**src/hdl/vfve_pkg.sv**
```systemverilog
// Package: shared types, constants and the helper function of the voxel face vertex emitter.
package vfve_pkg;

	localparam int COORD_BITS = 16;
	localparam int POS_W      = 16;
	localparam int SIZE_W     = 8;
	localparam int VERT_W     = 17;
	localparam int TEX_W      = 8;
	localparam int MAT_W      = 3;
	localparam int FACE_W     = 3;
	localparam int NUM_FACES  = 6;
	localparam int NUM_VERTS  = 6;
	localparam int NUM_TEX    = 5;
	localparam int CFG_IDX_W  = 3;

	// Origin bits that take part in the sums.
	localparam logic [POS_W-1:0] POS_MASK =
		(COORD_BITS >= POS_W) ? {POS_W{1'b1}} : POS_W'((1 << COORD_BITS) - 1);

	// Register indexes of the configuration port.
	localparam logic [CFG_IDX_W-1:0] REG_TEX_GRASS = 3'd0;
	localparam logic [CFG_IDX_W-1:0] REG_TEX_DIRT  = 3'd1;
	localparam logic [CFG_IDX_W-1:0] REG_TEX_STONE = 3'd2;
	localparam logic [CFG_IDX_W-1:0] REG_TEX_WATER = 3'd3;
	localparam logic [CFG_IDX_W-1:0] REG_TEX_SAND  = 3'd4;

	// Material codes.
	localparam logic [MAT_W-1:0] MAT_GRASS = 3'd0;
	localparam logic [MAT_W-1:0] MAT_DIRT  = 3'd1;
	localparam logic [MAT_W-1:0] MAT_STONE = 3'd2;
	localparam logic [MAT_W-1:0] MAT_WATER = 3'd3;
	localparam logic [MAT_W-1:0] MAT_SAND  = 3'd4;

	// Reset values of the texture registers (Q0.8).
	localparam logic [TEX_W-1:0] TEX_GRASS_RST = 8'd0;
	localparam logic [TEX_W-1:0] TEX_DIRT_RST  = 8'd64;
	localparam logic [TEX_W-1:0] TEX_STONE_RST = 8'd230;
	localparam logic [TEX_W-1:0] TEX_WATER_RST = 8'd192;
	localparam logic [TEX_W-1:0] TEX_SAND_RST  = 8'd128;

	localparam logic [FACE_W-1:0] LAST_VERT = 3'd5;

	// Corner codes: bit 0 adds size_x, bit 1 adds size_y, bit 2 adds size_z.
	localparam logic [2:0] CORNER_TAB [NUM_FACES][NUM_VERTS] = '{
		'{3'd0, 3'd1, 3'd3, 3'd0, 3'd3, 3'd2},  // front
		'{3'd4, 3'd5, 3'd7, 3'd4, 3'd7, 3'd6},  // back
		'{3'd0, 3'd2, 3'd6, 3'd0, 3'd6, 3'd4},  // left
		'{3'd1, 3'd3, 3'd7, 3'd1, 3'd7, 3'd5},  // right
		'{3'd2, 3'd3, 3'd7, 3'd2, 3'd7, 3'd6},  // top
		'{3'd0, 3'd1, 3'd5, 3'd0, 3'd5, 3'd4}   // bottom
	};

	typedef struct packed {
		logic [POS_W-1:0]  pos_x;
		logic [POS_W-1:0]  pos_y;
		logic [POS_W-1:0]  pos_z;
		logic [SIZE_W-1:0] size_x;
		logic [SIZE_W-1:0] size_y;
		logic [SIZE_W-1:0] size_z;
		logic [MAT_W-1:0]  material;
		logic [5:0]        hidden_faces;
	} box_t;

	typedef struct packed {
		logic [VERT_W-1:0] vert_x;
		logic [VERT_W-1:0] vert_y;
		logic [VERT_W-1:0] vert_z;
		logic [TEX_W-1:0]  tex_coord;
		logic [FACE_W-1:0] face_index;
		logic              last_vertex;
	} vertex_t;

	typedef enum logic {ST_IDLE, ST_EMIT} state_t;

	// Controller to datapath.
	typedef struct packed {
		logic load;
		logic advance;
	} cmd_t;

	// Datapath to controller.
	typedef struct packed {
		logic work;  // the box on the input has at least one vertex
		logic last;  // the vertex shown is the final one of its box
	} status_t;

	typedef struct packed {
		logic              found;
		logic [FACE_W-1:0] idx;
	} face_sel_t;

	// Lowest visible face at or above a start face.
	function automatic face_sel_t next_face(input logic [5:0] mask,
	                                        input logic [FACE_W-1:0] from);
		face_sel_t r;
		r.found = 1'b0;
		r.idx   = '0;
		for (int i = NUM_FACES - 1; i >= 0; i--) begin
			if (FACE_W'(i) >= from && !mask[i]) begin
				r.found = 1'b1;
				r.idx   = FACE_W'(i);
			end
		end
		return r;
	endfunction

endpackage

```
**src/hdl/vfve_if.sv**
```systemverilog
// Interfaces: the box input channel and the vertex output channel.
interface vfve_box_if;
	logic             valid;
	logic             ready;
	vfve_pkg::box_t   data;

	modport source (output valid, output data, input ready);
	modport sink   (input valid, input data, output ready);
endinterface

interface vfve_vert_if;
	logic              valid;
	logic              ready;
	vfve_pkg::vertex_t data;

	modport source (output valid, output data, input ready);
	modport sink   (input valid, input data, output ready);
endinterface

```
**src/hdl/vfve_ctrl.sv**
```systemverilog
// Controller: state machine that takes boxes and steps through their vertices.
module vfve_ctrl (
	input  logic                clk,
	input  logic                arst_n,
	input  logic                in_valid,
	input  logic                out_ready,
	input  vfve_pkg::status_t   status,
	output logic                in_ready,
	output logic                out_valid,
	output vfve_pkg::cmd_t      cmd
);

	vfve_pkg::state_t state_q, state_d;

	always_ff @(posedge clk or negedge arst_n) begin
		if (!arst_n) begin
			state_q <= vfve_pkg::ST_IDLE;
		end else begin
			state_q <= state_d;
		end
	end

	always_comb begin
		state_d     = state_q;
		in_ready    = 1'b0;
		out_valid   = 1'b0;
		cmd.load    = 1'b0;
		cmd.advance = 1'b0;
		case (state_q)
			vfve_pkg::ST_IDLE: begin
				in_ready = 1'b1;
				if (in_valid) begin
					cmd.load = 1'b1;
					if (status.work) begin
						state_d = vfve_pkg::ST_EMIT;
					end
				end
			end
			vfve_pkg::ST_EMIT: begin
				out_valid = 1'b1;
				if (out_ready) begin
					if (status.last) begin
						// The next box may enter as the final vertex leaves.
						in_ready = 1'b1;
						if (in_valid) begin
							cmd.load = 1'b1;
							state_d  = status.work ? vfve_pkg::ST_EMIT : vfve_pkg::ST_IDLE;
						end else begin
							state_d = vfve_pkg::ST_IDLE;
						end
					end else begin
						cmd.advance = 1'b1;
					end
				end
			end
			default: begin
				state_d = vfve_pkg::ST_IDLE;
			end
		endcase
	end

endmodule

```
**src/hdl/vfve_dp.sv**
```systemverilog
// Datapath: texture registers, held box, face and vertex counters and vertex arithmetic.
module vfve_dp (
	input  logic                                clk,
	input  logic                                arst_n,
	input  logic                                cfg_we,
	input  logic [vfve_pkg::CFG_IDX_W-1:0]      cfg_idx,
	input  logic [vfve_pkg::TEX_W-1:0]          cfg_wdata,
	input  vfve_pkg::box_t                      box_data,
	input  vfve_pkg::cmd_t                      cmd,
	output vfve_pkg::status_t                   status,
	output vfve_pkg::vertex_t                   vert_data
);

	logic [vfve_pkg::TEX_W-1:0]  tex_q [vfve_pkg::NUM_TEX];
	logic [vfve_pkg::POS_W-1:0]  px_q, py_q, pz_q;
	logic [vfve_pkg::SIZE_W-1:0] sx_q, sy_q, sz_q;
	logic [vfve_pkg::TEX_W-1:0]  tc_q;
	logic [5:0]                  mask_q;
	logic [vfve_pkg::FACE_W-1:0] face_q;
	logic [vfve_pkg::FACE_W-1:0] vert_q;

	logic [vfve_pkg::TEX_W-1:0]  tc_in;
	logic                        mat_ok;
	vfve_pkg::face_sel_t         first_sel;
	vfve_pkg::face_sel_t         later_sel;
	logic [2:0]                  corner;

	always_ff @(posedge clk or negedge arst_n) begin
		if (!arst_n) begin
			tex_q[0] <= vfve_pkg::TEX_GRASS_RST;
			tex_q[1] <= vfve_pkg::TEX_DIRT_RST;
			tex_q[2] <= vfve_pkg::TEX_STONE_RST;
			tex_q[3] <= vfve_pkg::TEX_WATER_RST;
			tex_q[4] <= vfve_pkg::TEX_SAND_RST;
		end else if (cfg_we) begin
			case (cfg_idx)
				vfve_pkg::REG_TEX_GRASS: tex_q[0] <= cfg_wdata;
				vfve_pkg::REG_TEX_DIRT:  tex_q[1] <= cfg_wdata;
				vfve_pkg::REG_TEX_STONE: tex_q[2] <= cfg_wdata;
				vfve_pkg::REG_TEX_WATER: tex_q[3] <= cfg_wdata;
				vfve_pkg::REG_TEX_SAND:  tex_q[4] <= cfg_wdata;
				default: ;
			endcase
		end
	end

	always_comb begin
		mat_ok = 1'b1;
		tc_in  = '0;
		case (box_data.material)
			vfve_pkg::MAT_GRASS: tc_in = tex_q[0];
			vfve_pkg::MAT_DIRT:  tc_in = tex_q[1];
			vfve_pkg::MAT_STONE: tc_in = tex_q[2];
			vfve_pkg::MAT_WATER: tc_in = tex_q[3];
			vfve_pkg::MAT_SAND:  tc_in = tex_q[4];
			default:             mat_ok = 1'b0;
		endcase
	end

	assign first_sel   = vfve_pkg::next_face(box_data.hidden_faces, '0);
	assign later_sel   = vfve_pkg::next_face(mask_q, face_q + 3'd1);
	assign status.work = mat_ok && first_sel.found;
	assign status.last = (vert_q == vfve_pkg::LAST_VERT) && !later_sel.found;

	// Box registers hold the last accepted box.
	always_ff @(posedge clk) begin
		if (cmd.load) begin
			px_q   <= box_data.pos_x & vfve_pkg::POS_MASK;
			py_q   <= box_data.pos_y & vfve_pkg::POS_MASK;
			pz_q   <= box_data.pos_z & vfve_pkg::POS_MASK;
			sx_q   <= box_data.size_x;
			sy_q   <= box_data.size_y;
			sz_q   <= box_data.size_z;
			tc_q   <= tc_in;
			mask_q <= box_data.hidden_faces;
		end
	end

	always_ff @(posedge clk or negedge arst_n) begin
		if (!arst_n) begin
			face_q <= '0;
			vert_q <= '0;
		end else if (cmd.load) begin
			face_q <= first_sel.idx;
			vert_q <= '0;
		end else if (cmd.advance) begin
			if (vert_q == vfve_pkg::LAST_VERT) begin
				face_q <= later_sel.idx;
				vert_q <= '0;
			end else begin
				vert_q <= vert_q + 3'd1;
			end
		end
	end

	assign corner = vfve_pkg::CORNER_TAB[face_q][vert_q];

	assign vert_data.vert_x = {1'b0, px_q} +
		(corner[0] ? {{(vfve_pkg::VERT_W - vfve_pkg::SIZE_W){1'b0}}, sx_q} : '0);
	assign vert_data.vert_y = {1'b0, py_q} +
		(corner[1] ? {{(vfve_pkg::VERT_W - vfve_pkg::SIZE_W){1'b0}}, sy_q} : '0);
	assign vert_data.vert_z = {1'b0, pz_q} +
		(corner[2] ? {{(vfve_pkg::VERT_W - vfve_pkg::SIZE_W){1'b0}}, sz_q} : '0);
	assign vert_data.tex_coord   = tc_q;
	assign vert_data.face_index  = face_q;
	assign vert_data.last_vertex = status.last;

endmodule

```
**src/hdl/voxel_face_vertex_emitter.sv**
```systemverilog
// Top level of the voxel face vertex emitter: controller, datapath and checks.
//
//  channel   direction  handshake      payload
//  box       in         valid/ready    pos_x/y/z, size_x/y/z, material, hidden_faces
//  vertex    out        valid/ready    vert_x/y/z, tex_coord, face_index, last_vertex
//  cfg       in         cfg_we         cfg_idx, cfg_wdata (write only)
//
// A box with n visible faces gives 6*n vertices, so at most 36, one vertex per cycle
// while the vertex channel is ready. The face and vertex counters in the datapath set
// that figure; a box that emits nothing (unknown material or all faces hidden) is still taken.
// The next box is taken in the cycle that the final vertex of the current box leaves.
// arst_n clears the state machine and counters and loads the texture defaults.
// A stall on the vertex channel holds the vertex shown and stops the counters.
module voxel_face_vertex_emitter (
	input  logic                            clk,
	input  logic                            arst_n,
	vfve_box_if.sink                        box,
	vfve_vert_if.source                     vertex,
	input  logic                            cfg_we,
	input  logic [vfve_pkg::CFG_IDX_W-1:0]  cfg_idx,
	input  logic [vfve_pkg::TEX_W-1:0]      cfg_wdata
);

	vfve_pkg::cmd_t    cmd;
	vfve_pkg::status_t status;
	logic              in_ready;
	logic              out_valid;

	// The controller only sequences; all values live in the datapath.
	vfve_ctrl u_ctrl (
		.clk       (clk),
		.arst_n    (arst_n),
		.in_valid  (box.valid),
		.out_ready (vertex.ready),
		.status    (status),
		.in_ready  (in_ready),
		.out_valid (out_valid),
		.cmd       (cmd)
	);

	vfve_dp u_dp (
		.clk       (clk),
		.arst_n    (arst_n),
		.cfg_we    (cfg_we),
		.cfg_idx   (cfg_idx),
		.cfg_wdata (cfg_wdata),
		.box_data  (box.data),
		.cmd       (cmd),
		.status    (status),
		.vert_data (vertex.data)
	);

	assign box.ready    = in_ready;
	assign vertex.valid = out_valid;

	// A new box enters only when no vertex is pending, or the final one is leaving.
	a_take_when_free: assert property (@(posedge clk) disable iff (!arst_n)
		box.valid && box.ready |-> !vertex.valid || (vertex.ready && vertex.data.last_vertex))
		else $error("box taken while vertices of the previous box were pending");

	// Taking a vertex that is not the final one leaves another vertex to show.
	a_more_follow: assert property (@(posedge clk) disable iff (!arst_n)
		vertex.valid && vertex.ready && !vertex.data.last_vertex |=> vertex.valid)
		else $error("vertex stream of a box ended without a final vertex");

	// A vertex always names a real face.
	a_face_range: assert property (@(posedge clk) disable iff (!arst_n)
		vertex.valid |-> vertex.data.face_index < vfve_pkg::FACE_W'(vfve_pkg::NUM_FACES))
		else $error("vertex carries a face index out of range");

	// Loading and stepping never happen together.
	a_cmd_excl: assert property (@(posedge clk) disable iff (!arst_n)
		!(cmd.load && cmd.advance))
		else $error("load and advance issued in the same cycle");

endmodule

```
**src/flat_wrapper.sv**
```systemverilog
// flat-port wrapper written by rule: the top's interface ports become plain ports
module voxel_face_vertex_emitter_flat 
  (clk, arst_n, cfg_we, cfg_idx, cfg_wdata, box_valid, box_data, box_ready, vertex_valid, vertex_data, vertex_ready);
  vfve_box_if box_i ();
  vfve_vert_if vertex_i ();
  input  logic clk;
  input  logic arst_n;
  input  logic cfg_we;
  input  logic [vfve_pkg::CFG_IDX_W-1:0] cfg_idx;
  input  logic [vfve_pkg::TEX_W-1:0] cfg_wdata;
  input wire logic [$bits(box_i.valid)-1:0] box_valid;
  input wire logic [$bits(box_i.data)-1:0] box_data;
  output wire logic [$bits(box_i.ready)-1:0] box_ready;
  output wire logic [$bits(vertex_i.valid)-1:0] vertex_valid;
  output wire logic [$bits(vertex_i.data)-1:0] vertex_data;
  input wire logic [$bits(vertex_i.ready)-1:0] vertex_ready;
  assign box_i.valid = box_valid;
  assign box_i.data = box_data;
  assign box_ready = box_i.ready;
  assign vertex_valid = vertex_i.valid;
  assign vertex_data = vertex_i.data;
  assign vertex_i.ready = vertex_ready;
  voxel_face_vertex_emitter u_core (.clk(clk), .arst_n(arst_n), .box(box_i), .vertex(vertex_i), .cfg_we(cfg_we), .cfg_idx(cfg_idx), .cfg_wdata(cfg_wdata));
endmodule
```
**config.mk**
```make
export PLATFORM = sky130hd
export DESIGN_NAME = voxel_face_vertex_emitter_flat
export DESIGN_NICKNAME = d
export VERILOG_FILES = /design/src/hdl/vfve_pkg.sv /design/src/hdl/vfve_if.sv /design/src/hdl/vfve_ctrl.sv /design/src/hdl/vfve_dp.sv /design/src/hdl/voxel_face_vertex_emitter.sv /design/src/flat_wrapper.sv
export SDC_FILE = /design/constraint.sdc
export NUM_CORES = 1
export LEC_CHECK = 0
export ABC_AREA = 1
export BUFFER_PORTS_ARGS = -buffer_cell sky130_fd_sc_hd__buf_2
export CORE_UTILIZATION = 28
export DETAILED_ROUTE_END_ITERATION = 7
export PLACE_DENSITY = 0.47
export RECOVER_POWER = 50
export SYNTH_ARGS = -nofsm -noshare
export SYNTH_HDL_FRONTEND = slang
export SYNTH_HIERARCHICAL = 1
export SYNTH_SLANG_ARGS = --single-unit
```
**constraint.sdc**
```tcl
create_clock -name clk -period 9.8 [get_ports clk]
set_clock_uncertainty 0.05 [all_clocks]
set_input_delay 0.98 -clock clk [delete_from_list [all_inputs] [get_ports clk]]
set_output_delay 0.98 -clock clk [all_outputs]
set_load 0.005 [all_outputs]
```
# Word level (Yosys, flattened, before mapping)
# Memory sizes are Yosys's and may differ from the RTL's.
# Index checks and enable logic that the tools add are counted.
[op_classes]
addsub = 5
order_cmp = 8
eq_ne = 9
n_mux = 43
bitwise = 3
reduce_logical = 26
[op_table]
columns = ["op", "count"]
rows = [
  ["adder 16 x 8 -> 17 bit", 3],
  ["2-to-1 mux 4 bit", 12],
  ["one-hot mux 8 bit (5 select lines)", 1],
  ["2-to-1 mux 18 bit", 2],
  ["2-to-1 mux 3 bit", 8],
  ["2-to-1 mux 8 bit", 3],
  ["equality test 3 x 2 -> 1 bit (second input constant)", 4],
  ["2-to-1 mux 1 bit", 12],
  ["AND reduction 2 bit", 6],
  ["binary-select mux 3 bit (select 3 bit)", 1],
  ["equality test 3 bit (second input constant)", 3],
  [">= comparator 4 bit (second input constant)", 2],
  ["logical AND 1 bit", 8],
  ["inverter 3 -> 4 bit", 2],
  ["zero test 1 bit", 7],
  ["adder 3 x 1 -> 3 bit (second input constant)", 2],
  ["equality test 3 x 1 -> 1 bit (second input constant)", 2],
  [">= comparator 1 x 3 -> 1 bit (first input constant)", 2],
  [">= comparator 2 x 3 -> 1 bit (first input constant)", 2],
  [">= comparator 3 bit (first input constant)", 2],
  ["zero test 3 bit", 2],
  ["one-hot mux 1 bit (2 select lines)", 3],
  ["OR reduction 5 bit", 1],
  ["nonzero test 2 bit", 2],
  ["other kinds (2)", 2],
]
[word_totals]
regBits = 133
mem_bits_ro = 144
in_bits = 97
out_inout_bits = 65
wordCells = 111
memories = 1
[memory_table]
columns = ["memory", "depth", "width", "read_ports", "rd_ports_with_merged_regs", "wr", "line", "rtl"]
rows = [
  ["(no name shown)", 8, 18, 1, 0, 0, "vfve_dp.sv:96", "assign corner = vfve_pkg::CORNER_TAB[face_q][vert_q];"],
]

# Longest topological paths before layout
# Gate-level depths: netlist (run 1).
[logic_depth]
word_depth = 16
mapped_depth = 19
depth_no_buf = 19

# Cells and area by module
# The synthesis (run 1) kept the hierarchy.
[modules_own_cells]
columns = ["mod", "instances", "cells_per_inst", "area_per_inst_um2", "seq_area_each_um2"]
rows = [
  ["vfve_dp", 1, 723, 6850.3, 3744.8],
  ["vfve_ctrl", 1, 9, 56.3, 25.0],
]

# Least setup slack after synthesis (run 1)
# OpenSTA, ideal clock, no wires.
[synth_path]
path_type = "flip-flop to flip-flop"
start = "register u_core/u_dp/face_q[0] (netlist bit)"
end = "register u_core/u_dp/vert_q[2] (netlist bit)"
setup_time_ns = 0.157
arrival_time_ns = 6.996
required_ns = 9.593
slack_ns = 2.597
path_stages_with_launch = 14
n_path_buf = 0
synth_period_minus_slack_ns = 7.203
cell_sequence = "dfrtp_1 ha_1 ha_1 inv_1 nor2_1 o21ai_0 nand2_1 nor3_1 nand2_1 a21oi_1 inv_1 nand2_1 nand3_1 a221oi_1"
[synth_rtl]
columns = ["element", "line", "rtl"]
rows = [
  ["start, declared", "vfve_dp.sv:19", "logic [vfve_pkg::FACE_W-1:0] face_q;"],
  ["start signal, assigned", "vfve_dp.sv:84", "face_q <= first_sel.idx;"],
  ["start signal, assigned", "vfve_dp.sv:88", "face_q <= later_sel.idx;"],
  ["end signal, assigned", "vfve_dp.sv:91", "vert_q <= vert_q + 3'd1;"],
  ["end, declared", "vfve_dp.sv:20", "logic [vfve_pkg::FACE_W-1:0] vert_q;"],
]

# Worst setup path in the final report (run 1)
[layout_path]
start = "register u_core/u_dp/face_q[0] (netlist bit)"
end = "output port vertex_data[26]"
[layout_via]
elab_chain_len = 9
[layout_lines]
columns = ["element", "line", "rtl"]
rows = [
  ["inverter 3 -> 4 bit (not written as such)", "vfve_dp.sv:96", ""],
  ["memory (8 x 18 bit)", "--", ""],
  ["2-to-1 mux 18 bit (not written as such) (2 in a row)", "vfve_dp.sv:96", ""],
  ["binary-select mux 3 bit (select 3 bit)", "vfve_dp.sv:96", ""],
  ["2-to-1 mux 3 bit (not written as such) (2 in a row)", "vfve_dp.sv:96", ""],
  ["2-to-1 mux 8 bit", "vfve_dp.sv:103", "(corner[2] ? {{(vfve_pkg::VERT_W - vfve_pkg::SIZE_W){1'b0}}, sz_q} : '0);"],
  ["adder 16 x 8 -> 17 bit", "vfve_dp.sv:102", "assign vert_data.vert_z = {1'b0, pz_q} +"],
  ["end, declared", "flat_wrapper.sv:15", "output wire logic [$bits(vertex_i.data)-1:0] vertex_data;"],
]
# No other way between the ends. The select of a mux whose other input is x is not followed.

==> run summary, run 1 <==
outcome - finished, violations left
violated checks - max-capacitance violations, max-slew violations
diodes inserted - 0
Total GRT Usage - 13.77%
max-slew violations - 48
most used routing layer - met2
post_cts resized - 0
Fin Setup TNS - 0 ns
Period minus WS final - 4.218 ns
die height - 159.1 µm
Pre-antenna DRT Iters - 4
Mapped Cells - 732
P per Cell Area - 263.1 nW/µm²
CTS Buf Count - 17
worst min path class - flip-flop to flip-flop
Pleak - 4.143 nW
met2 usage - 22.61%
vias in the first global route - 5274
number of setup buffers added after CTS - 0
Crit Path Max Fanout - 8
Rel. slew slack - -74.14%
die width - 159.1 µm
P_int - 1.482 mW
critical path capture point type - output pin
Detailed Route WL - 16840 µm
Post-synth top flop - edfxtp_1
IO buf count - 161
sequential element share of the synthesized area - 54.58%
#FFs+latches synth - 133
total power draw - 2.299 mW
root buf cell - clkbuf_16
H-tree Lvls - 4
IO Count - 162
delay-heaviest family, CP - adder cells
Bufs on Longest Clock Path - 2
Reg clk slew, reported paths - 0.06 ns
clock tree sinks - 133
Avg WL per Cell - 13.52 µm
# rows - 57
syn nets - 863
initial DRC count - 253
sequential power share - 31.9%
Crit path top cell by count - nand2_1
M3 GR Usage - 3.543%
EDFF count, synth - 86
Die ar. - 25300 µm²
vias - 5408
switching portion of total power - 35.53%
total gr overflow - 0
Netlist cell types - 42
P&R area growth vs syn - 26.49%
max cap viols - 1
cell area after synthesis - 6907 µm²
Max Freq - 237.1 MHz
Startpoint Class - flip-flop
count of hold-fix buffers inserted at cts - 0
clock latency on the worst-skew pair - 0.42 ns
HPWL Detailed - 12320 µm
share of layout cells above drive strength 1 - 22.80%
Mapped Avg Cell Area - 9.435 µm²
Routability Congestion - 0.7912
met1 track demand over resource - 17.53%
Placeable Area - 24250 µm²
first-pass GRT wire length - 27140 µm
crit path DAT - 3.19 ns
Worst VDD drop - 0.0001057 V
final setup fails - 0
Psw - 0.8168 mW
Synth Warn # - 6
Clock power frac - 31.3%
most frequent cells in the layout - nand2_1 (183), buf_2 (147), inv_1 (99), edfxtp_1 (86), o21ai_0 (60)
crit-path cells - inv_1 > ha_1 > a22oi_1 > o21ai_2 > nor2_1 > ha_1 > fa_1 > nand3_1 > nand2_2 > nand2_1 > nand2_2 > nand2_4 > nor2_8 > nand2_1 > nand2_1 > nand2_1 > buf_2
CP Buf/Inv Count - 2
antenna-violating nets left - 0
WS Path Type - flip-flop to output pin
period utilization - 43.04%
Starting Density - 28.48%
drt via density - 4.344
final count of hold timing violations - 0
RSZ-0062 raised after global routing - no
asr flop ratio synth - 35.34%
Req. time, crit path - 8.77 ns
Comb power frac - 36.9%
initial antenna violation count - 0
largest net degree at the start of global routing - 48
Least-Margin Pin Slew - 2.612 ns
Final #Nets - 1039
Remaining DRCs - 0
CTS tree - built
CP max stage delay - 0.46 ns
fill count - 2550
slowest CP cell - dfrtp_1
most common cell after layout, fill and taps aside - nand2_1
post-layout util - 36.03%
-- stage by stage --
step                      instance area (µm²)  hold WS, ns  setup slack, ns  instances
final                                    8736       0.4343            5.582       1245
after floorplan                          6907       0.4023            2.597        732
after global placement                   8114       0.4167            5.959       1213
after CTS                                8775       0.4300            5.480       1245
after detailed placement                 8114       0.4205            5.947       1213
after global routing                     8736       0.4534            5.235       1245
-- flip-flops by register name (all words and copies together) (netlist names), 3 cells and up --
name                flops
u_core/u_dp/face_q      3
u_core/u_dp/tc_q        8
u_core/u_dp/pz_q       16
u_core/u_dp/py_q       16
u_core/u_dp/vert_q      3
u_core/u_dp/tex_q      40
u_core/u_dp/sy_q        8
u_core/u_dp/mask_q      6
u_core/u_dp/px_q       16
u_core/u_dp/sz_q        8
u_core/u_dp/sx_q        8
-- Yosys cell counts, types with 4 or more instances --
| cell | n | share of area, % |
|---|---|---|
| a21oi_1 | 19 | 1.4 |
| a221oi_1 | 4 | 0.51 |
| dfrtp_1 | 38 | 14 |
| dfstp_2 | 9 | 3.4 |
| edfxtp_1 | 86 | 37 |
| ha_1 | 31 | 5.6 |
| inv_1 | 99 | 5.4 |
| nand2_1 | 183 | 9.9 |
| nand2_2 | 5 | 0.45 |
| nand3_1 | 40 | 2.9 |
| nand3b_1 | 4 | 0.43 |
| nand4_1 | 9 | 0.82 |
| nor2_1 | 55 | 3.0 |
| nor3_1 | 11 | 0.80 |
| o21ai_0 | 59 | 4.3 |
| xor2_1 | 30 | 3.8 |
-- final timing paths --
check / slack [ns] / endpoint / depth (start not counted) / start
hold / removal: 0.43 / u_core/u_dp/tex_q[19] / 2 / u_core/u_dp/tex_q[19]
max in group asynchronous: 6.80 / u_core/u_dp/tex_q[28] / 2 / arst_n
hold reg to reg: 0.43 / u_core/u_dp/tex_q[19] / 2 / u_core/u_dp/tex_q[19]
setup / recovery: 5.58 / vertex_data[26] / 17 / u_core/u_dp/face_q[0]
min in group asynchronous: 1.43 / u_core/u_dp/tex_q[38] / 2 / arst_n
setup reg to reg: 6.19 / u_core/u_dp/face_q[2] / 15 / u_core/u_dp/face_q[0]
-- per-layer routing --
| metal | part of all wire [%] | up-vias |
|---|---|---|
| met5 | 0 | - |
| met4 | 0.88 | 0 |
| met3 | 4.8 | 10 |
| met2 | 49 | 117 |
| met1 | 45 | 2495 |
| li1 | - | 2786 |
-- power groups by stage --
| stage | Sequential, mW | Combinational, mW | Clock [mW] |
|---|---|---|---|
| final | 0.733 | 0.847 | 0.719 |
| after global routing | 0.744 | 0.963 | 0.764 |
| after CTS | 0.733 | 0.869 | 0.739 |
| after detailed placement | 0.743 | 0.865 | 0 |
| after global placement | 0.743 | 0.868 | 0 |
| after floorplan | 0.740 | 0.556 | 0 |
-- final cells by class --
cell class	count	area [µm²]	share of cell area, %
multi-input cells	490	2710	31.02
clock inverters	14	221.5	2.535
flip-flops and latches	133	3770	43.15
well taps	324	405.4	4.641
inverters	102	382.9	4.383
clock buffers	18	439.2	5.027
repair buffers	164	807.0	9.238
-- logic make-up (layout without fill, tap and decap cells) --
group           after synthesis  count (layout)  share of synthesized area, %
compound gates              102             102                         8.279
buf+inv                     109             298                         6.087
xor+xnor                     34              34                         4.420
fa+ha+maj                    34              34                         6.486
flops                       133             133                         54.58
simple gates                320             320                         20.15
-- worst reg2reg max path, stage by stage (launching register included) --
cell and delay, ns:
dfrtp_1 0.46, ha_1 0.24, ha_1 0.30, inv_1 0.16, nor2_1 0.06, o21ai_0 0.11
nand2_1 0.15, nor3_1 0.37, nand2_1 0.18, a21oi_4 0.15, buf_4 0.51, inv_1 0.16
nand2_1 0.18, nand2_1 0.15, a21oi_1 0.17, a22oi_1 0.09
Power figures use the tool's default switching activity.
==> inputs of run 2 (changes only) <==
--- a/config.mk
+++ b/config.mk
@@ -5,11 +5,11 @@
 export SDC_FILE = /design/constraint.sdc
 export NUM_CORES = 1
 export LEC_CHECK = 0
-export ABC_AREA = 1
+export ABC_AREA = 0
 export BUFFER_PORTS_ARGS = -buffer_cell sky130_fd_sc_hd__buf_2
 export CORE_UTILIZATION = 28
 export DETAILED_ROUTE_END_ITERATION = 7
-export PLACE_DENSITY = 0.47
+export PLACE_DENSITY = 0.49
 export RECOVER_POWER = 50
 export SYNTH_ARGS = -nofsm -noshare
 export SYNTH_HDL_FRONTEND = slang
==> constraint.sdc (replaced) <==
create_clock -name clk -period 3.4 [get_ports clk]
set_clock_uncertainty 0.05 [all_clocks]
set_input_delay 0.34 -clock clk [delete_from_list [all_inputs] [get_ports clk]]
set_output_delay 0.34 -clock clk [all_outputs]
set_load 0.005 [all_outputs]
==> run 2 against run 1 <==
Effect of this change:
- the flow finishes with violations (max-capacitance violations, max-slew violations, negative setup slack)
- count of clock-buffer cells in the layout grew 6
- power grew to 3.3 times the previous value
- sequential power grew to 2.9 times the previous value
- setup slack lost 5.8 ns
- largest cell class unchanged
- highest routed layer is now met5
==> run summary, run 2 <==
Startpoint Class - flip-flop (unchanged)
Least-Margin Pin Slew - 2.565 ns (was 2.612 ns)
Final #Nets - 874 (was 1039)
antenna-violating nets left - 0 (unchanged)
most common cell after layout, fill and taps aside - buf_2 (was nand2_1)
Finished Layout Cells - 1077 (was 1245)
area share of the largest cell type after synthesis - 38.26% (was 37.39%)
final count of hold timing violations - 0 (unchanged)
die height - 157.3 µm (was 159.1 µm)
delay-heaviest family, CP - compound AO/OA/AOI/OAI gates (was adder cells)
Remaining DRCs - 0 (unchanged)
syn nets - 659 (was 863)
DP Worst Slack - 0.05660 ns (was 5.947 ns)
H-tree Lvls - 4 (unchanged)
drt via density - 4.612 (was 4.344)
Post-synth top cells - edfxtp_1 (86), mux2_2 (40), dfrtp_1 (38) (was nand2_1 (183), inv_1 (99), edfxtp_1 (86))
main combinational cell family by area after synthesis - simple AND/OR/NAND/NOR gates (unchanged)
worst hold margin - 0.04537 ns (was 0.4343 ns)
Die ar. - 24730 µm² (was 25300 µm²)
most frequent cells in the layout - buf_2 (151), edfxtp_1 (86), mux2_2 (40), buf_4 (34), dfrtp_1 (33) (was nand2_1 (183), buf_2 (147), inv_1 (99), edfxtp_1 (86), o21ai_0 (60))
period utilization - 105.6%
critical path capture point type - output pin (unchanged)
P per Cell Area - 803.9 nW/µm² (was 263.1 nW/µm²)
worst hold path depth - 1 (was 2)
min-delay src - box_data[68] (was u_core/u_dp/tex_q[19])
Req. time, crit path - 3.01 ns (was 8.77 ns)
HPWL Detailed - 12040 µm (was 12320 µm)
Biggest register - u_core/u_dp/tex_q (unchanged)
Starting Density - 28.67% (was 28.48%)
worst min path class - input pin to flip-flop (was flip-flop to flip-flop)
fin area - 9424 µm² (was 8736 µm²)
IO buf count - 161 (unchanged)
initial antenna violation count - 2 (was 0)
Post-Synth XOR/XNOR Area - 5.449% (was 4.420%)
RSZ-0062 raised after global routing - yes (was no)
largest net degree at the start of global routing - 49 (was 48)
FF-to-FF path depth - 13 (was 15)
CP max stage delay - 0.45 ns (was 0.46 ns)
asr flop ratio synth - 35.34% (unchanged)
# rows - 56 (was 57)
clock tree sinks - 133 (unchanged)
sequential element share of the synthesized area - 55.85% (was 54.58%)
post-synthesis simple-gate area fraction - 11.44% (was 20.14%)
Placeable Area - 23540 µm² (was 24250 µm²)
share of layout cells above drive strength 1 - 49.87% (was 22.80%)
post-layout util - 40.03% (was 36.03%)
max-slew violations - 48 (unchanged)
Rel. slew slack - -71.02% (was -74.14%)
Reg clk slew, reported paths - 0.06 ns (about the same)
Crit. Startpoint - u_core/u_dp/face_q[0] (unchanged)
initial DRC count - 156 (was 253)
placed insts - 1017 (was 1213)
max reg flops - 40 (unchanged)
DP Area - 8119 µm² (was 8114 µm²)
violated checks - max-capacitance violations, max-slew violations, negative setup slack (was max-capacitance violations, max-slew violations)
total gr overflow - 0 (unchanged)
worst r2r src - u_core/u_dp/face_q[0] (unchanged)
outcome - finished, violations left (unchanged)
vias - 4967 (was 5408)
Max Freq - 278.5 MHz
WS Path Type - flip-flop to output pin (unchanged)
first-pass GRT wire length - 26480 µm (was 27140 µm)
CP Buf/Inv Count - 3 (was 2)
multiplexer share of the synthesized area - 9.120% (was 0%)
area leader, netlist - edfxtp_1 (unchanged)
Synth Area in Adders - 6.636% (was 6.486%)
Fin Setup TNS - -2.703 ns (was 0 ns)
Bufs on Longest Clock Path - 2 (unchanged)
clock latency on the worst-skew pair - 0.41 ns (was 0.42 ns)
CTS tree - built (unchanged)
Avg WL per Cell - 16.09 µm (was 13.52 µm)
vias in the first global route - 5095 (was 5274)
Netlist cell types - 60 (was 42)
#FFs+latches synth - 133 (unchanged)
total power draw - 7.576 mW (was 2.299 mW)
most common cell in the netlist - edfxtp_1 (was nand2_1)
crit-path cells - inv_4 > ha_2 > nand2_1 > o22ai_2 > a2bb2oi_4 > buf_6 > nor2b_1 > ha_1 > o211ai_1 > o21ai_2 > a221oi_4 > nand2b_4 > xnor2_2 > buf_2 (was inv_1 > ha_1 > a22oi_1 > o21ai_2 > nor2_1 > ha_1 > fa_1 > nand3_1 > nand2_2 > nand2_1 > nand2_2 > nand2_4 > nor2_8 > nand2_1 > nand2_1 > nand2_1 > buf_2)
Mapped Avg Cell Area - 12.78 µm² (was 9.435 µm²)
Total GRT Usage - 14.11% (was 13.77%)
die width - 157.3 µm (was 159.1 µm)
root buf cell - clkbuf_16 (unchanged)
Mapped Cells - 528 (was 732)
CTS Buf Count - 17 (unchanged)
Synth Warn # - 6 (unchanged)
Period minus WS final - 3.590 ns
crit path DAT - 3.20 ns (was 3.19 ns)
final setup fails - 29 (was 0)
IO Count - 162 (unchanged)
max cap viols - 1 (unchanged)
Pleak - 3.858 nW (was 4.143 nW)
Pre-antenna DRT Iters - 4 (unchanged)
slowest CP cell - dfrtp_2 (was dfrtp_1)
Worst VDD drop - 0.0002722 V (was 0.0001057 V)
Detailed Route WL - 17330 µm (was 16840 µm)
complex-gate fraction of the synthesized area - 10.14% (was 8.279%)
Routability Congestion - 0.8134 (was 0.7912)
P&R area growth vs syn - 39.61% (was 26.49%)
Area contributors post-synth - edfxtp_1 (38%), dfrtp_1 (14%), mux2_2 (6.7%) (was edfxtp_1 (37%), dfrtp_1 (14%), nand2_1 (9.9%))
final setup margin - -0.1904 ns (was 5.582 ns)
cell area after synthesis - 6750 µm² (was 6907 µm²)
Post-synth top flop - edfxtp_1 (unchanged)
Crit path depth - 14 (was 17)
Crit Path Max Fanout - 4 (was 8)
EDFF count, synth - 86 (unchanged)
[run 2: logic make-up after synthesis]
kind of cell	Yosys count
adder cells (fa/ha/maj)	34
AND/OR/NAND/NOR	143
buffers and inverters	22
AO/OA/AOI/OAI	100
flip-flops	133
multiplexers	54
XOR/XNOR	42
[run 2: per-layer routing]
| metal | track usage (%) | vias to the layer above | routed length [µm] |
|---|---|---|---|
| met5 | 0 | - | 10 |
| met4 | 5.270 | 2 | 315 |
| met3 | 4.405 | 33 | 965 |
| met2 | 24.23 | 124 | 8566 |
| met1 | 16.40 | 2415 | 7477 |
| li1 | - | 2393 | - |
[run 2: what timing repair did]
| item | 4_1_cts | 5_1_grt |
|---|---|---|
| endpoints found under the setup margin | 36 | 36 |
| pin swaps | 31 | 42 |
| hold buffers | 0 | 0 |
| gates resized for setup | 62 | 49 |
| buffers inserted | 16 | 10 |
| cloned | 0 | 0 |
[run 2: where the power goes]
part	switching [mW]	internal [mW]
registers	0.143	1.96
clock network	0.706	1.07
logic	1.79	1.92
[run 2: final cells by class]
type,instances,area [µm²]
Antenna cell,2,5.005
Tap cell,319,399.1
Inverter,13,53.80
Multi-Input combinational cell,373,3455
Clock inverter,8,58.81
Fill cell,2252,14120
Sequential cell,133,3776
Timing Repair Buffer,205,1162
Clock buffer,24,514.2
[run 2: path summary, 6_finish.rpt]
check                                              to  slack [ns]
min in group asynchronous       u_core/u_dp/tex_q[38]        0.68
max in group asynchronous       u_core/u_dp/face_q[2]        0.98
worst min register to register  u_core/u_dp/tex_q[38]        0.45
worst min-delay path              u_core/u_dp/px_q[3]        0.05
worst max register to register    u_core/u_dp/sz_q[5]        0.29
worst max-delay path                  vertex_data[59]       -0.19
[run 2: worst register-to-register path, delay by kind of cell (launching register included)]
family / cells / cell delay (ns)
buffers and inverters: 5 / 0.99
DFF: 1 / 0.45
and+or+nand+nor: 4 / 0.68
AOI/OAI and AO/OA: 3 / 0.46
adders and majority gates: 1 / 0.19
==> inputs of run 3 (changes only) <==
==> constraint.sdc (replaced) <==
create_clock -name clk -period 3.4 [get_ports clk]
set_clock_uncertainty 0.05 [all_clocks]
set_input_delay 0.51 -clock clk [delete_from_list [all_inputs] [get_ports clk]]
set_output_delay 0.51 -clock clk [all_outputs]
set_load 0.005 [all_outputs]
==> run 3 against run 2 <==
Effect of this change:
- the run still ends with max-capacitance violations, max-slew violations, negative setup slack left
- clock power grew 3%
- sequential share of layout area shrank 1.3 points
- largest power group unchanged
- highest routed layer unchanged
- utilization grew 1.3 points
==> run summary, run 3 (synthesis results as in run 2) <==
most frequent cells in the layout - buf_2 (149), edfxtp_1 (86), buf_4 (49), mux2_2 (40), dfrtp_1 (34) (was buf_2 (151), edfxtp_1 (86), mux2_2 (40), buf_4 (34), dfrtp_1 (33))
P per Cell Area - 820.7 nW/µm² (was 803.9 nW/µm²)
Pre-antenna DRT Iters - 4 (unchanged)
Max Freq - 270.0 MHz (was 278.5 MHz)
violated checks - max-capacitance violations, max-slew violations, negative setup slack (unchanged)
outcome - finished, violations left (unchanged)
post-layout util - 41.31% (was 40.03%)
Avg WL per Cell - 16.00 µm (was 16.09 µm)
max cap viols - 1 (unchanged)
Remaining DRCs - 0 (unchanged)
final setup margin - -0.3042 ns (was -0.1904 ns)
Startpoint Class - flip-flop (unchanged)
CTS tree - built (unchanged)
total gr overflow - 0 (unchanged)
crit path DAT - 3.14 ns (was 3.20 ns)
Worst VDD drop - 0.0002886 V (was 0.0002722 V)
H-tree Lvls - 4 (unchanged)
RSZ-0062 raised after global routing - yes (unchanged)
count of hold-fix buffers inserted at cts - 0 (unchanged)
Least-Margin Pin Slew - 2.571 ns (was 2.565 ns)
drt via density - 4.572 (was 4.612)
Routability Congestion - 0.7658 (was 0.8134)
vias - 5038 (was 4967)
first-pass GRT wire length - 27420 µm (was 26480 µm)
CTS Buf Count - 17 (unchanged)
max reg flops - 40 (unchanged)
initial antenna violation count - 5 (was 2)
Starting Density - 28.67% (unchanged)
root buf cell - clkbuf_16 (unchanged)
IO Count - 162 (unchanged)
HPWL Detailed - 12160 µm (was 12040 µm)
share of layout cells above drive strength 1 - 52.44% (was 49.87%)
# rows - 56 (unchanged)
Final #Nets - 898 (was 874)
final count of hold timing violations - 0 (unchanged)
Fin Setup TNS - -6.856 ns (was -2.703 ns)
worst hold margin - 0.2140 ns (was 0.04537 ns)
Placeable Area - 23540 µm² (unchanged)
clock tree sinks - 133 (unchanged)
P&R area growth vs syn - 44.06% (was 39.61%)
Reg clk slew, reported paths - 0.07 ns (was 0.06 ns)
Biggest register - u_core/u_dp/tex_q (unchanged)
Bufs on Longest Clock Path - 2 (unchanged)
die width - 157.3 µm (unchanged)
switching portion of total power - 33.81% (was 34.78%)
Die ar. - 24730 µm² (unchanged)
Rel. slew slack - -71.37% (was -71.02%)
final setup fails - 34 (was 29)
sequential power share - 26.2% (was 27.7%)
die height - 157.3 µm (unchanged)
Detailed Route WL - 17640 µm (was 17330 µm)
total power draw - 7.981 mW (was 7.576 mW)
critical path capture point type - output pin (unchanged)
worst min path class - input pin to flip-flop (unchanged)
Finished Layout Cells - 1102 (was 1077)
Psw - 2.698 mW (was 2.635 mW)
Pleak - 3.997 nW (was 3.858 nW)
largest net degree at the start of global routing - 52 (was 49)
IO buf count - 161 (unchanged)
Comb power frac - 50.9% (was 48.9%)
WS Path Type - flip-flop to output pin (unchanged)
Req. time, crit path - 2.84 ns (was 3.01 ns)
Crit Path Max Fanout - 5 (was 4)
most common cell after layout, fill and taps aside - buf_2 (unchanged)
vias in the first global route - 5314 (was 5095)
initial DRC count - 174 (was 156)
period utilization - 108.9% (was 105.6%)
max-slew violations - 48 (unchanged)
antenna-violating nets left - 0 (unchanged)
clock latency on the worst-skew pair - 0.41 ns (about the same)
Period minus WS final - 3.704 ns (was 3.590 ns)
Total GRT Usage - 14.48% (was 14.11%)
placed insts - 1032 (was 1017)
P_int - 5.283 mW (was 4.941 mW)
Clock power frac - 23.0% (was 23.4%)
-- run 3: cell count changes in the layout (fill, tap and decap cells not counted), moves of 4 or more --
cell      before  now
buf_4         34   49
ha_1          17   13
ha_4           9   13
buf_6          8   17
clkbuf_1      14   18
inv_4          5    0
-- run 3: metal layers --
layer	vias up	part of all wire, %	GRT usage (%)	wire length [µm]
li1	2427	-	-	-
met1	2449	42	17.33	7425
met2	125	50	24.50	8784
met3	31	6.3	4.488	1105
met4	6	1.6	4.947	281
met5	-	0.21	0	37
-- run 3: timing repair --
action	CTS	global route
setup endpoints to repair	39	40
hold endpoints to repair	0	0
pin swaps	62	52
resized for setup	76	60
setup buffers	25	13
-- run 3: critical path, stage by stage (launching register included) --
cell and delay, ns:
dfrtp_2 0.44, ha_4 0.18, ha_4 0.16, nor2_2 0.09
a31oi_1 0.05, a2bb2oi_2 0.15, buf_6 0.14, buf_6 0.10
nor2b_1 0.04, ha_1 0.36, o211ai_1 0.14, o21ai_2 0.12
a221oi_4 0.32, nand2b_4 0.20, xnor2_2 0.11, buf_2 0.13
-- run 3: worst paths after layout --
path	from	to	slack, ns	cells after the start
worst max-delay path	u_core/u_dp/face_q[0]	vertex_data[59]	-0.30	15
worst min-delay path	box_data[61]	u_core/u_dp/py_q[12]	0.21	1
worst max register to register	u_core/u_dp/face_q[1]	u_core/u_dp/py_q[6]	0.41	14
worst min register to register	u_core/u_dp/tex_q[36]	u_core/u_dp/tex_q[36]	0.46	1
max in group asynchronous	arst_n	u_core/u_dp/vert_q[1]	0.79	1
min in group asynchronous	arst_n	u_core/u_dp/tex_q[38]	0.86	1
-- run 3: per-stage QoR --
step                setup slack (ns)  area, µm²
floorplan                    -0.3663       6812
global placement            -0.02253       8232
detailed placement           -0.1525       8232
CTS                          -0.4327       9359
global route                 -0.4638       9717
finish                       -0.3042       9724
-- run 3: area by class of cell --
cell class | count | area (µm²)
Sequential cell | 133 | 3775
Inverter | 13 | 53.80
Antenna cell | 3 | 7.507
Timing Repair Buffer | 229 | 1374
Clock buffer | 22 | 444.2
Fill cell | 2242 | 13820
Multi-Input combinational cell | 373 | 3538
Tap cell | 319 | 399.1
Clock inverter | 10 | 132.6
-- run 3: power by group through the flow --
stage	Clock, mW	Combinational [mW]	Sequential (mW)
4_1_cts	1.89	3.60	2.08
3_5_place_dp	0	2.95	2.10
3_3_place_gp	0	2.89	2.09
2_1_floorplan	0	1.80	2.09
6_report	1.83	4.06	2.09
5_1_grt	1.96	4.44	2.12
